===== src/rtl/wsrp_pkg.sv =====
// ----------------------------------------------------------------------------
// Wi-Fi scan reply parser package
// Types, codes and character constants shared by the parser modules.
// ----------------------------------------------------------------------------
package wsrp_pkg;

  typedef enum logic [2:0] {
    ST_IDLE,
    ST_SCAN_RD,
    ST_SCAN_CHK,
    ST_JUDGE,
    ST_HDR,
    ST_CHAR_RD,
    ST_CHAR,
    ST_ONE
  } state_e;

  typedef enum logic [2:0] {
    PH_SP,
    PH_SIG,
    PH_SEC,
    PH_REST,
    PH_FAIL
  } phase_e;

  localparam logic [1:0] ACT_BYTE  = 2'd0;
  localparam logic [1:0] ACT_TICK  = 2'd1;
  localparam logic [1:0] ACT_START = 2'd2;

  localparam logic [2:0] KIND_HDR     = 3'd0;
  localparam logic [2:0] KIND_SSID    = 3'd1;
  localparam logic [2:0] KIND_BSSID   = 3'd2;
  localparam logic [2:0] KIND_DONE    = 3'd3;
  localparam logic [2:0] KIND_ERROR   = 3'd4;
  localparam logic [2:0] KIND_TIMEOUT = 3'd5;

  localparam int TIMER_W = 20;
  localparam int MAX_W   = 8;
  localparam int CFG_W   = 20;
  localparam int CNT_W   = 16;
  localparam int SLEN_W  = 6;

  localparam logic CFG_TIMEOUT = 1'b0;
  localparam logic CFG_MAX     = 1'b1;

  localparam logic [TIMER_W-1:0] TIMER_TOP   = '1;
  localparam logic [CNT_W-1:0]   CNT_TOP     = '1;
  localparam logic [TIMER_W-1:0] TIMEOUT_RST = 20'd18000;
  localparam logic [MAX_W-1:0]   MAX_RST     = 8'd20;

  localparam int SSID_MAX    = 32;
  localparam int BSSID_CHARS = 17;
  localparam int REST_MIN    = 19;
  localparam logic [7:0] RSSI_OFFSET = 8'd100;

  localparam logic [7:0] CH_LF    = 8'h0A;
  localparam logic [7:0] CH_CR    = 8'h0D;
  localparam logic [7:0] CH_SPACE = 8'h20;
  localparam logic [7:0] CH_COMMA = 8'h2C;
  localparam logic [7:0] CH_ZERO  = 8'h30;
  localparam logic [7:0] CH_NINE  = 8'h39;

  function automatic logic [7:0] prefix_char(input logic [2:0] i);
    logic [7:0] c;
    case (i)
      3'd0: c = "+";
      3'd1: c = "Q";
      3'd2: c = "W";
      3'd3: c = "S";
      3'd4: c = "C";
      3'd5: c = "A";
      3'd6: c = "N";
      default: c = ":";
    endcase
    return c;
  endfunction

  function automatic logic [7:0] ok_char(input logic i);
    return i ? 8'h4B : 8'h4F;
  endfunction

  function automatic logic [7:0] error_char(input logic [2:0] i);
    logic [7:0] c;
    case (i)
      3'd0: c = "E";
      3'd1: c = "R";
      3'd2: c = "R";
      3'd3: c = "O";
      default: c = "R";
    endcase
    return c;
  endfunction

endpackage


===== src/rtl/wsrp_line_mem.sv =====
// ----------------------------------------------------------------------------
// Line memory
// One write port and one registered read port holding the current line.
// ----------------------------------------------------------------------------
module wsrp_line_mem #(
  parameter int DEPTH = 127,
  parameter int AW    = 7
) (
  input  logic          clk_i,
  input  logic          we_i,
  input  logic [AW-1:0] waddr_i,
  input  logic [7:0]    wdata_i,
  input  logic          re_i,
  input  logic [AW-1:0] raddr_i,
  output logic [7:0]    rdata_o
);

  logic [7:0] mem_q [DEPTH];
  logic [7:0] rdata_q;

  always_ff @(posedge clk_i) begin
    if (we_i) begin
      mem_q[waddr_i] <= wdata_i;
    end
  end

  always_ff @(posedge clk_i) begin
    if (re_i) begin
      rdata_q <= mem_q[raddr_i];
    end
  end

  assign rdata_o = rdata_q;

endmodule


===== src/rtl/wsrp_engine.sv =====
// ----------------------------------------------------------------------------
// Parser engine
// Builds lines in the line memory, walks a finished line to judge it and
// streams the resulting records through a one-entry output register.
// ----------------------------------------------------------------------------
module wsrp_engine #(
  parameter int LINE_MAX = 128,
  parameter int AW       = 7,
  parameter int LW       = 7
) (
  input  logic                          clk_i,
  input  logic                          rst_ni,
  input  logic                          in_valid_i,
  output logic                          in_ready_o,
  input  logic [1:0]                    action_i,
  input  logic [7:0]                    rx_byte_i,
  input  logic [wsrp_pkg::TIMER_W-1:0]  scan_timeout_i,
  input  logic [wsrp_pkg::MAX_W-1:0]    max_entries_i,
  output logic                          mem_we_o,
  output logic [AW-1:0]                 mem_waddr_o,
  output logic [7:0]                    mem_wdata_o,
  output logic                          mem_re_o,
  output logic [AW-1:0]                 mem_raddr_o,
  input  logic [7:0]                    mem_rdata_i,
  output logic                          out_valid_o,
  input  logic                          out_ready_i,
  output logic [2:0]                    kind_o,
  output logic [7:0]                    data_byte_o,
  output logic signed [7:0]             rssi_dbm_o,
  output logic [7:0]                    security_o,
  output logic [wsrp_pkg::CNT_W-1:0]    ap_index_o,
  output logic [wsrp_pkg::SLEN_W-1:0]   ssid_length_o,
  output logic                          last_o
);

  import wsrp_pkg::*;

  state_e state_q, state_d;
  phase_e ph_q, ph_d;

  logic               active_q, active_d;
  logic [LW-1:0]      line_len_q, line_len_d;
  logic [LW-1:0]      stored_q, stored_d;
  logic [CNT_W-1:0]   count_q, count_d;
  logic [TIMER_W-1:0] timer_q, timer_d;
  logic [LW-1:0]      idx_q, idx_d;
  logic [LW-1:0]      len_q, len_d;
  logic               pfx_q, pfx_d;
  logic               ok_q, ok_d;
  logic               err_q, err_d;
  logic [7:0]         sig_q, sig_d;
  logic [7:0]         sec_q, sec_d;
  logic [LW-1:0]      p_q, p_d;
  logic [LW-1:0]      lc_q, lc_d;
  logic               found_q, found_d;
  logic [SLEN_W-1:0]  slen_q, slen_d;
  logic [7:0]         rssi_q, rssi_d;
  logic [CNT_W-1:0]   rec_idx_q, rec_idx_d;
  logic [AW-1:0]      em_addr_q, em_addr_d;
  logic [SLEN_W-1:0]  em_cnt_q, em_cnt_d;
  logic               em_ssid_q, em_ssid_d;
  logic [2:0]         one_kind_q, one_kind_d;

  logic               ov_q, ov_d;
  logic [2:0]         o_kind_q, o_kind_d;
  logic [7:0]         o_data_q, o_data_d;
  logic [7:0]         o_rssi_q, o_rssi_d;
  logic [7:0]         o_sec_q, o_sec_d;
  logic [CNT_W-1:0]   o_idx_q, o_idx_d;
  logic [SLEN_W-1:0]  o_slen_q, o_slen_d;
  logic               o_last_q, o_last_d;

  logic               accept;
  logic               slot_free;
  logic [TIMER_W-1:0] timer_inc;
  logic [7:0]         rb;
  logic               is_digit;
  logic [7:0]         digit;
  logic [7:0]         sig_next;
  logic [7:0]         sec_next;
  logic               rec_ok;
  logic [LW-1:0]      ssid_raw;
  logic [LW:0]        lc_end;

  assign in_ready_o = (state_q == ST_IDLE);
  assign accept     = in_valid_i && in_ready_o;
  assign slot_free  = !ov_q || out_ready_i;
  assign timer_inc  = (timer_q == TIMER_TOP) ? timer_q : timer_q + 1'b1;
  assign rb         = mem_rdata_i;
  assign is_digit   = (rb >= CH_ZERO) && (rb <= CH_NINE);
  assign digit      = rb - CH_ZERO;
  assign sig_next   = {sig_q[4:0], 3'b000} + {sig_q[6:0], 1'b0} + digit;
  assign sec_next   = {sec_q[4:0], 3'b000} + {sec_q[6:0], 1'b0} + digit;
  assign ssid_raw   = lc_q - p_q;
  assign lc_end     = {1'b0, lc_q} + (LW+1)'(BSSID_CHARS + 1);
  assign rec_ok     = (len_q >= LW'(8)) && pfx_q && (ph_q == PH_REST) && found_q &&
                      (lc_q != p_q) && ((len_q - p_q) >= LW'(REST_MIN)) &&
                      ({1'b0, len_q} == lc_end);

  always_comb begin
    state_d = state_q;
    case (state_q)
      ST_IDLE: begin
        if (accept && active_q) begin
          if (action_i == ACT_TICK && timer_inc >= scan_timeout_i) begin
            state_d = ST_ONE;
          end else if (action_i == ACT_BYTE && rx_byte_i == CH_LF &&
                       line_len_q != '0) begin
            state_d = ST_SCAN_RD;
          end
        end
      end
      ST_SCAN_RD: state_d = (idx_q == stored_q) ? ST_JUDGE : ST_SCAN_CHK;
      ST_SCAN_CHK: state_d = (rb == 8'h00) ? ST_JUDGE : ST_SCAN_RD;
      ST_JUDGE: begin
        if ((len_q == LW'(2) && ok_q) || (len_q == LW'(5) && err_q)) begin
          state_d = ST_ONE;
        end else if (rec_ok && count_q < {{(CNT_W-MAX_W){1'b0}}, max_entries_i}) begin
          state_d = ST_HDR;
        end else begin
          state_d = ST_IDLE;
        end
      end
      ST_HDR: state_d = slot_free ? ST_CHAR_RD : ST_HDR;
      ST_CHAR_RD: state_d = ST_CHAR;
      ST_CHAR: begin
        if (slot_free) begin
          state_d = (em_cnt_q == SLEN_W'(1) && !em_ssid_q) ? ST_IDLE : ST_CHAR_RD;
        end
      end
      ST_ONE: state_d = slot_free ? ST_IDLE : ST_ONE;
      default: state_d = ST_IDLE;
    endcase
  end

  always_comb begin
    active_d   = active_q;
    line_len_d = line_len_q;
    stored_d   = stored_q;
    count_d    = count_q;
    timer_d    = timer_q;
    idx_d      = idx_q;
    len_d      = len_q;
    pfx_d      = pfx_q;
    ok_d       = ok_q;
    err_d      = err_q;
    ph_d       = ph_q;
    sig_d      = sig_q;
    sec_d      = sec_q;
    p_d        = p_q;
    lc_d       = lc_q;
    found_d    = found_q;
    slen_d     = slen_q;
    rssi_d     = rssi_q;
    rec_idx_d  = rec_idx_q;
    em_addr_d  = em_addr_q;
    em_cnt_d   = em_cnt_q;
    em_ssid_d  = em_ssid_q;
    one_kind_d = one_kind_q;
    mem_we_o    = 1'b0;
    mem_waddr_o = line_len_q[AW-1:0];
    mem_wdata_o = rx_byte_i;
    mem_re_o    = 1'b0;
    mem_raddr_o = idx_q[AW-1:0];
    ov_d     = ov_q && !out_ready_i;
    o_kind_d = o_kind_q;
    o_data_d = o_data_q;
    o_rssi_d = o_rssi_q;
    o_sec_d  = o_sec_q;
    o_idx_d  = o_idx_q;
    o_slen_d = o_slen_q;
    o_last_d = o_last_q;

    case (state_q)
      ST_IDLE: begin
        if (accept) begin
          case (action_i)
            ACT_START: begin
              active_d   = 1'b1;
              line_len_d = '0;
              count_d    = '0;
              timer_d    = '0;
            end
            ACT_TICK: begin
              if (active_q) begin
                timer_d = timer_inc;
                if (timer_inc >= scan_timeout_i) begin
                  active_d   = 1'b0;
                  line_len_d = '0;
                  one_kind_d = KIND_TIMEOUT;
                end
              end
            end
            ACT_BYTE: begin
              if (active_q) begin
                if (rx_byte_i == CH_LF) begin
                  line_len_d = '0;
                  stored_d   = line_len_q;
                  idx_d      = '0;
                  pfx_d      = 1'b1;
                  ok_d       = 1'b1;
                  err_d      = 1'b1;
                  ph_d       = PH_SP;
                  sig_d      = '0;
                  sec_d      = '0;
                  found_d    = 1'b0;
                  if (line_len_q != '0) begin
                    timer_d = '0;
                  end
                end else if (rx_byte_i != CH_CR && !rx_byte_i[7] &&
                             line_len_q < LW'(LINE_MAX - 1)) begin
                  mem_we_o   = 1'b1;
                  line_len_d = line_len_q + 1'b1;
                end
              end
            end
            default: begin
            end
          endcase
        end
      end
      ST_SCAN_RD: begin
        if (idx_q == stored_q) begin
          len_d = idx_q;
        end else begin
          mem_re_o = 1'b1;
        end
      end
      ST_SCAN_CHK: begin
        if (rb == 8'h00) begin
          len_d = idx_q;
        end else begin
          idx_d = idx_q + 1'b1;
          if (idx_q < LW'(2) && rb != ok_char(idx_q[0])) begin
            ok_d = 1'b0;
          end
          if (idx_q < LW'(5) && rb != error_char(idx_q[2:0])) begin
            err_d = 1'b0;
          end
          if (idx_q < LW'(8)) begin
            if (rb != prefix_char(idx_q[2:0])) begin
              pfx_d = 1'b0;
            end
          end else begin
            case (ph_q)
              PH_SP: begin
                if (rb == CH_SPACE) begin
                  ph_d = PH_SIG;
                end else if (is_digit) begin
                  sig_d = digit;
                  ph_d  = PH_SIG;
                end else if (rb == CH_COMMA) begin
                  ph_d = PH_SEC;
                end else begin
                  ph_d = PH_FAIL;
                end
              end
              PH_SIG: begin
                if (is_digit) begin
                  sig_d = sig_next;
                end else if (rb == CH_COMMA) begin
                  ph_d = PH_SEC;
                end else begin
                  ph_d = PH_FAIL;
                end
              end
              PH_SEC: begin
                if (is_digit) begin
                  sec_d = sec_next;
                end else if (rb == CH_COMMA) begin
                  ph_d = PH_REST;
                  p_d  = idx_q + 1'b1;
                end else begin
                  ph_d = PH_FAIL;
                end
              end
              PH_REST: begin
                if (rb == CH_COMMA) begin
                  lc_d    = idx_q;
                  found_d = 1'b1;
                end
              end
              default: begin
              end
            endcase
          end
        end
      end
      ST_JUDGE: begin
        if (len_q == LW'(2) && ok_q) begin
          active_d   = 1'b0;
          one_kind_d = KIND_DONE;
        end else if (len_q == LW'(5) && err_q) begin
          active_d   = 1'b0;
          one_kind_d = KIND_ERROR;
        end else if (rec_ok) begin
          rssi_d    = sig_q - RSSI_OFFSET;
          rec_idx_d = count_q;
          if ({1'b0, ssid_raw} > (LW+1)'(SSID_MAX)) begin
            slen_d = SLEN_W'(SSID_MAX);
          end else begin
            slen_d = SLEN_W'(ssid_raw);
          end
          if (count_q != CNT_TOP) begin
            count_d = count_q + 1'b1;
          end
        end
      end
      ST_HDR: begin
        if (slot_free) begin
          ov_d      = 1'b1;
          o_kind_d  = KIND_HDR;
          o_data_d  = '0;
          o_rssi_d  = rssi_q;
          o_sec_d   = sec_q;
          o_idx_d   = rec_idx_q;
          o_slen_d  = slen_q;
          o_last_d  = 1'b0;
          em_addr_d = p_q[AW-1:0];
          em_cnt_d  = slen_q;
          em_ssid_d = 1'b1;
        end
      end
      ST_CHAR_RD: begin
        mem_re_o    = 1'b1;
        mem_raddr_o = em_addr_q;
      end
      ST_CHAR: begin
        if (slot_free) begin
          ov_d     = 1'b1;
          o_kind_d = em_ssid_q ? KIND_SSID : KIND_BSSID;
          o_data_d = rb;
          o_rssi_d = rssi_q;
          o_sec_d  = sec_q;
          o_idx_d  = rec_idx_q;
          o_slen_d = slen_q;
          o_last_d = !em_ssid_q && (em_cnt_q == SLEN_W'(1));
          if (em_cnt_q == SLEN_W'(1) && em_ssid_q) begin
            em_ssid_d = 1'b0;
            em_addr_d = lc_q[AW-1:0] + 1'b1;
            em_cnt_d  = SLEN_W'(BSSID_CHARS);
          end else begin
            em_addr_d = em_addr_q + 1'b1;
            em_cnt_d  = em_cnt_q - 1'b1;
          end
        end
      end
      ST_ONE: begin
        if (slot_free) begin
          ov_d     = 1'b1;
          o_kind_d = one_kind_q;
          o_data_d = '0;
          o_rssi_d = '0;
          o_sec_d  = '0;
          o_idx_d  = (one_kind_q == KIND_ERROR) ? '0 : count_q;
          o_slen_d = '0;
          o_last_d = 1'b1;
        end
      end
      default: begin
      end
    endcase
  end

  always_ff @(posedge clk_i or negedge rst_ni) begin
    if (!rst_ni) begin
      state_q    <= ST_IDLE;
      active_q   <= 1'b0;
      line_len_q <= '0;
      count_q    <= '0;
      timer_q    <= '0;
      ov_q       <= 1'b0;
    end else begin
      state_q    <= state_d;
      active_q   <= active_d;
      line_len_q <= line_len_d;
      count_q    <= count_d;
      timer_q    <= timer_d;
      ov_q       <= ov_d;
    end
  end

  always_ff @(posedge clk_i) begin
    stored_q   <= stored_d;
    idx_q      <= idx_d;
    len_q      <= len_d;
    pfx_q      <= pfx_d;
    ok_q       <= ok_d;
    err_q      <= err_d;
    ph_q       <= ph_d;
    sig_q      <= sig_d;
    sec_q      <= sec_d;
    p_q        <= p_d;
    lc_q       <= lc_d;
    found_q    <= found_d;
    slen_q     <= slen_d;
    rssi_q     <= rssi_d;
    rec_idx_q  <= rec_idx_d;
    em_addr_q  <= em_addr_d;
    em_cnt_q   <= em_cnt_d;
    em_ssid_q  <= em_ssid_d;
    one_kind_q <= one_kind_d;
    o_kind_q   <= o_kind_d;
    o_data_q   <= o_data_d;
    o_rssi_q   <= o_rssi_d;
    o_sec_q    <= o_sec_d;
    o_idx_q    <= o_idx_d;
    o_slen_q   <= o_slen_d;
    o_last_q   <= o_last_d;
  end

  assign out_valid_o   = ov_q;
  assign kind_o        = o_kind_q;
  assign data_byte_o   = o_data_q;
  assign rssi_dbm_o    = o_rssi_q;
  assign security_o    = o_sec_q;
  assign ap_index_o    = o_idx_q;
  assign ssid_length_o = o_slen_q;
  assign last_o        = o_last_q;

endmodule


===== src/rtl/wifi_scan_reply_parser_top.sv =====
// ----------------------------------------------------------------------------
// Wi-Fi scan reply parser
// Turns the text reply of a Wi-Fi module's scan command into records.
// ----------------------------------------------------------------------------
// The input channel carries received bytes, millisecond ticks and scan start
// commands. The output channel carries record headers, SSID and BSSID
// characters and the done, error and timeout events; last marks the final
// result caused by one input transfer.
// A byte that does not end a line and a start are taken in the idle state. A
// tick that produces a timeout event also passes through the event state. A
// line feed starts a walk of the stored line through the line memory, with a
// read state and a check state for each byte, paced by the single read port
// with its registered output. A record then takes a read state and an emit
// state for each character, again paced by that read port.
// One item is in work at a time; input ready is high only when the engine is
// idle, and a finished result waits in the output register.
// Reset clears the line, the scan state, the counters and the output valid flag
// and loads the register defaults; no clearing pass over the memory is needed.
// A stalled receiver holds the engine on the pending result.
// ----------------------------------------------------------------------------
module wifi_scan_reply_parser_top #(
  parameter int LINE_MAX = 128
) (
  input  logic                         clk_i,
  input  logic                         rst_ni,
  input  logic                         in_valid_i,
  output logic                         in_ready_o,
  input  logic [1:0]                   action_i,
  input  logic [7:0]                   rx_byte_i,
  output logic                         out_valid_o,
  input  logic                         out_ready_i,
  output logic [2:0]                   kind_o,
  output logic [7:0]                   data_byte_o,
  output logic signed [7:0]            rssi_dbm_o,
  output logic [7:0]                   security_o,
  output logic [wsrp_pkg::CNT_W-1:0]   ap_index_o,
  output logic [wsrp_pkg::SLEN_W-1:0]  ssid_length_o,
  output logic                         last_o,
  input  logic                         cfg_we_i,
  input  logic                         cfg_index_i,
  input  logic [wsrp_pkg::CFG_W-1:0]   cfg_data_i
);

  import wsrp_pkg::*;

  localparam int DEPTH = LINE_MAX - 1;
  localparam int AW    = $clog2(LINE_MAX - 1);
  localparam int LW    = $clog2(LINE_MAX);

  logic [TIMER_W-1:0] timeout_q;
  logic [MAX_W-1:0]   max_q;
  logic               mem_we;
  logic [AW-1:0]      mem_waddr;
  logic [7:0]         mem_wdata;
  logic               mem_re;
  logic [AW-1:0]      mem_raddr;
  logic [7:0]         mem_rdata;

  always_ff @(posedge clk_i or negedge rst_ni) begin
    if (!rst_ni) begin
      timeout_q <= TIMEOUT_RST;
      max_q     <= MAX_RST;
    end else if (cfg_we_i) begin
      case (cfg_index_i)
        CFG_TIMEOUT: timeout_q <= cfg_data_i[TIMER_W-1:0];
        CFG_MAX:     max_q     <= cfg_data_i[MAX_W-1:0];
        default: begin
        end
      endcase
    end
  end

  wsrp_line_mem #(
    .DEPTH (DEPTH),
    .AW    (AW)
  ) u_mem (
    .clk_i   (clk_i),
    .we_i    (mem_we),
    .waddr_i (mem_waddr),
    .wdata_i (mem_wdata),
    .re_i    (mem_re),
    .raddr_i (mem_raddr),
    .rdata_o (mem_rdata)
  );

  wsrp_engine #(
    .LINE_MAX (LINE_MAX),
    .AW       (AW),
    .LW       (LW)
  ) u_engine (
    .clk_i          (clk_i),
    .rst_ni         (rst_ni),
    .in_valid_i     (in_valid_i),
    .in_ready_o     (in_ready_o),
    .action_i       (action_i),
    .rx_byte_i      (rx_byte_i),
    .scan_timeout_i (timeout_q),
    .max_entries_i  (max_q),
    .mem_we_o       (mem_we),
    .mem_waddr_o    (mem_waddr),
    .mem_wdata_o    (mem_wdata),
    .mem_re_o       (mem_re),
    .mem_raddr_o    (mem_raddr),
    .mem_rdata_i    (mem_rdata),
    .out_valid_o    (out_valid_o),
    .out_ready_i    (out_ready_i),
    .kind_o         (kind_o),
    .data_byte_o    (data_byte_o),
    .rssi_dbm_o     (rssi_dbm_o),
    .security_o     (security_o),
    .ap_index_o     (ap_index_o),
    .ssid_length_o  (ssid_length_o),
    .last_o         (last_o)
  );

endmodule


===== config.mk =====
export PLATFORM = sky130hd
export DESIGN_NAME = wifi_scan_reply_parser_top
export DESIGN_NICKNAME = d
export VERILOG_FILES = /design/src/rtl/wsrp_pkg.sv /design/src/rtl/wsrp_line_mem.sv /design/src/rtl/wsrp_engine.sv /design/src/rtl/wifi_scan_reply_parser_top.sv
export SDC_FILE = /design/constraint.sdc
export NUM_CORES = 2
export LEC_CHECK = 0
export BUFFER_PORTS_ARGS = -buffer_cell sky130_fd_sc_hd__buf_2
export CORE_MARGIN = 3
export CORE_UTILIZATION = 35
export DETAILED_ROUTE_END_ITERATION = 7
export PLACE_DENSITY = 0.6
export SLEW_MARGIN = 5
export SYNTH_ARGS = -nofsm -noshare
export SYNTH_HDL_FRONTEND = slang
export SYNTH_SLANG_ARGS = --single-unit

===== constraint.sdc =====
create_clock -name clk_i -period 6.54 [get_ports clk_i]
set_clock_uncertainty 0.15 [all_clocks]
set_input_delay 1.308 -clock clk_i [delete_from_list [all_inputs] [get_ports clk_i]]
set_output_delay 1.308 -clock clk_i [all_outputs]
set_load 0.03 [all_outputs]

==> impl_metrics.toml <==
[status]
status = "finished, final reports clean"

[setup_path]
cp.required_ns = 6.81
worstPathArrival_ns = 5.16
ff2ff_path_depth = 14
critical_path_peak_fanout = 16
critPathCaptureType = "flop"
worst-setup-path-type = "reg2reg"
start_kind = "flop"

[timing]
setup_viol_count_final = 0
finalMaxSlewViolations = 0
tns_ns = 0
rsz0062_at_grt = "no"
fin_ws_ns = 1.66
timing.final.crit_period_ns = 4.88
hold_ws_ns = 0.311
fmax_mhz = 205
period_share_pct = 74.7
hold_viol = 0
worst_pin_slew_ns = 1.34
relSlewSlack_pct = 10.2

[power_and_ir_drop]
seqPwrFrac_pct = 43.4
intPower_w = 0.0153
power_density_mw_per_mm2 = 355
power_leakage_nw = 21.1
p_sw_share_pct = 29.3
finalPower_w = 0.0216
p_comb_share_pct = 21.8
pwr-share-clk_pct = 34.9
ir_drop_v = 0.000261
netSwitchingPower_w = 0.00634

[cts]
clock_latency_ns = 0.77
clock_sinks = 1255
post-cts-setup-buffer-count = 0
cts_buffers = 130
clk_path_buf_depth = 3
clkTransAtPathRegs_ns = 0.06
htree_num_levels = 4
root_buffer = "clkbuf_16"
cts_tree = "yes"
postCtsHoldBufs = 0
post_cts_resized = 0

[final_layout]
seqCellArea_mm2 = 0.0373
fin_area_mm2 = 0.0609
area_growth_pct = 13.5
multiInputGateArea_mm2 = 0.0153
fillers = 13900
nNetsFinal = 3858
drive_gt1_share_pct = 12.5

[yosys]
ys.flop_type = "edfxtp_1"
synth_common_cells = "edfxtp_1, mux2i_1, nand2_1"
ys_async_sr_fraction_pct = 6.06
netlist_instances = 3619
ys_ff_latch = 1255
ys.warnings.count = 0
synth.top_cell.area_share_pct = 65.9
syn_nets = 3741
synth_top_area_cell = "edfxtp_1"
synth_cell_types = 71
yosys-top-cells-area = "edfxtp_1, mux2i_1, dfrtp_1"
synth_most_common_cell = "edfxtp_1"
syn-cell-area_mm2 = 0.0537
synth_edf_count = 1179
seq_area_frac_synth_pct = 69.5
avgSynthCellArea_um2 = 14.8

[routing]
wl_um = 137000
vias_per_cell = 5.31
drtIter0Drc = 3306
drc_errors = 0
ant_nets = 0
wl_per_cell_um = 23.3
num_vias = 31200
firstDrtPassIters = 7

[placed_design]
dpl_cell_area_mm2 = 0.0566
hpwl_um = 89400
gp_congestion = 0.875
port_buffers = 87
dp_slack_ns = 1.33

[grt]
grt_pass1_vias = 30300
track_usage_pct = 17.0
grt_max_degree = 97
grt_overflow = 0
grt_pass1_wl_um = 201000
antenna_found_initial = 3

[floorplanning]
start_util_pct = 35.3
rows = 143
die-width_um = 398
ios = 88
die_area_mm2 = 0.158
die_y_um = 398
core_mm2 = 0.152

[flow_run]
cap_viol_max_count = 0

[worst_hold_path]
hp-class = "in2async"
[worst max-delay path: stages, from the launching register on]
cell,delay [ns]
dfrtp_1,0.48
and4_1,0.27
nand4_1,0.17
or4_1,0.87
nand2_1,0.40
nor2_1,0.09
xor2_1,0.16
ha_1,0.29
and3_1,0.15
o21ai_0,0.08
a211o_1,0.37
or2_2,0.31
o21ai_0,0.31
a21oi_1,0.12
a21oi_1,0.32
[area by class of cell]
type	instances	area share, %
multi-input combinational	2095	25.1
clock buffer	159	5.55
clock inverter	75	1.57
antenna	1	0.00411
sequential	1255	61.2
inverter	99	0.610
tap	2030	4.17
timing repair buffer	155	1.71
[flip-flops by register name (all words and copies together), names as in the netlist, 8 cells and up]
| signal | count |
|---|---|
| max_q | 8 |
| timeout_q | 20 |
| u_engine.ap_index_o | 16 |
| u_engine.count_q | 16 |
| u_engine.data_byte_o | 8 |
| u_engine.rec_idx_q | 16 |
| u_engine.rssi_dbm_o | 8 |
| u_engine.rssi_q | 8 |
| u_engine.sec_q | 8 |
| u_engine.security_o | 8 |
| u_engine.sig_q | 8 |
| u_engine.timer_q | 20 |
| u_mem.mem_q | 1016 |
| u_mem.rdata_o | 8 |
[layout by cell type, fill, tap and decap left out, types with 15 or more instances in the layout]
| cell type | n |
|---|---|
| a211oi_1 | 69 |
| a21o_1 | 16 |
| a21oi_1 | 62 |
| a221oi_1 | 17 |
| a22o_1 | 22 |
| a311oi_1 | 32 |
| a31oi_1 | 29 |
| a32o_1 | 16 |
| a41oi_1 | 17 |
| and2_1 | 70 |
| buf_2 | 78 |
| buf_4 | 71 |
| bufinv_16 | 17 |
| clkbuf_1 | 27 |
| clkbuf_16 | 130 |
| clkinv_1 | 25 |
| clkinv_2 | 15 |
| dfrtp_1 | 69 |
| edfxtp_1 | 1179 |
| ha_1 | 74 |
| inv_1 | 98 |
| mux2_2 | 114 |
| mux2i_1 | 431 |
| nand2_1 | 272 |
| nand3_1 | 46 |
| nand4_1 | 20 |
| nor2_1 | 217 |
| nor2b_1 | 32 |
| nor3_1 | 40 |
| nor4_1 | 18 |
| o21ai_0 | 79 |
| o22ai_1 | 106 |
| o31ai_1 | 33 |
| or4_1 | 34 |
| xnor2_1 | 48 |
| xor2_1 | 28 |
[logic make-up (layout without fill, tap and decap cells)]
logic type      after synthesis  after routing  synth area share [%]
flops                      1255           1255                  69.5
fa+ha+maj                    87             87                  2.19
buf+inv                     269            488                  2.05
xor+xnor                     76             76                  1.24
other cells                   0              1                     0
mux                         546            546                  10.4
compound gates              544            544                  6.97
simple gates                842            842                  7.59
[stage by stage]
stage               utilization (%)  cells
global placement               37.2   5634
floorplan                         -   3619
CTS                            40.1   5868
detailed placement             37.2   5634
global route                   40.1   5868
finish                         40.1   5869
[power by group through the flow]
stage / Combinational (W) / Sequential [W] / Clock, W
after floorplan: 0.00333 / 0.00934 / 0
after global placement: 0.00466 / 0.00953 / 0
after detailed placement: 0.00468 / 0.00954 / 0
after CTS: 0.00471 / 0.00937 / 0.00768
after global routing: 0.00509 / 0.00940 / 0.00798
final: 0.00470 / 0.00937 / 0.00753
[routing by layer]
metal  global-route usage (%)  vias to the layer above  share of wire, %
met5                        0                        -                 0
met3                     3.52                      177               7.6
li1                         -                    14200                 -
met4                     4.73                        0               2.1
met2                     25.9                     1118                45
met1                     24.6                    15700                45
[path summary, 6_finish.rpt]
path,startpoint,to,slack [ns]
setup / recovery,u_engine.timer_q[2],u_engine.one_kind_q[0],1.66
hold / removal,rst_ni,u_engine.timer_q[0],0.31
setup reg to reg,u_engine.timer_q[2],u_engine.one_kind_q[0],1.66
min in group clk_i,max_q[6],max_q[6],0.36
max in group asynchronous,rst_ni,u_engine.mem_waddr_o[1],4.84
hold reg to reg,max_q[6],max_q[6],0.36
(Power assumes the default switching activity.)
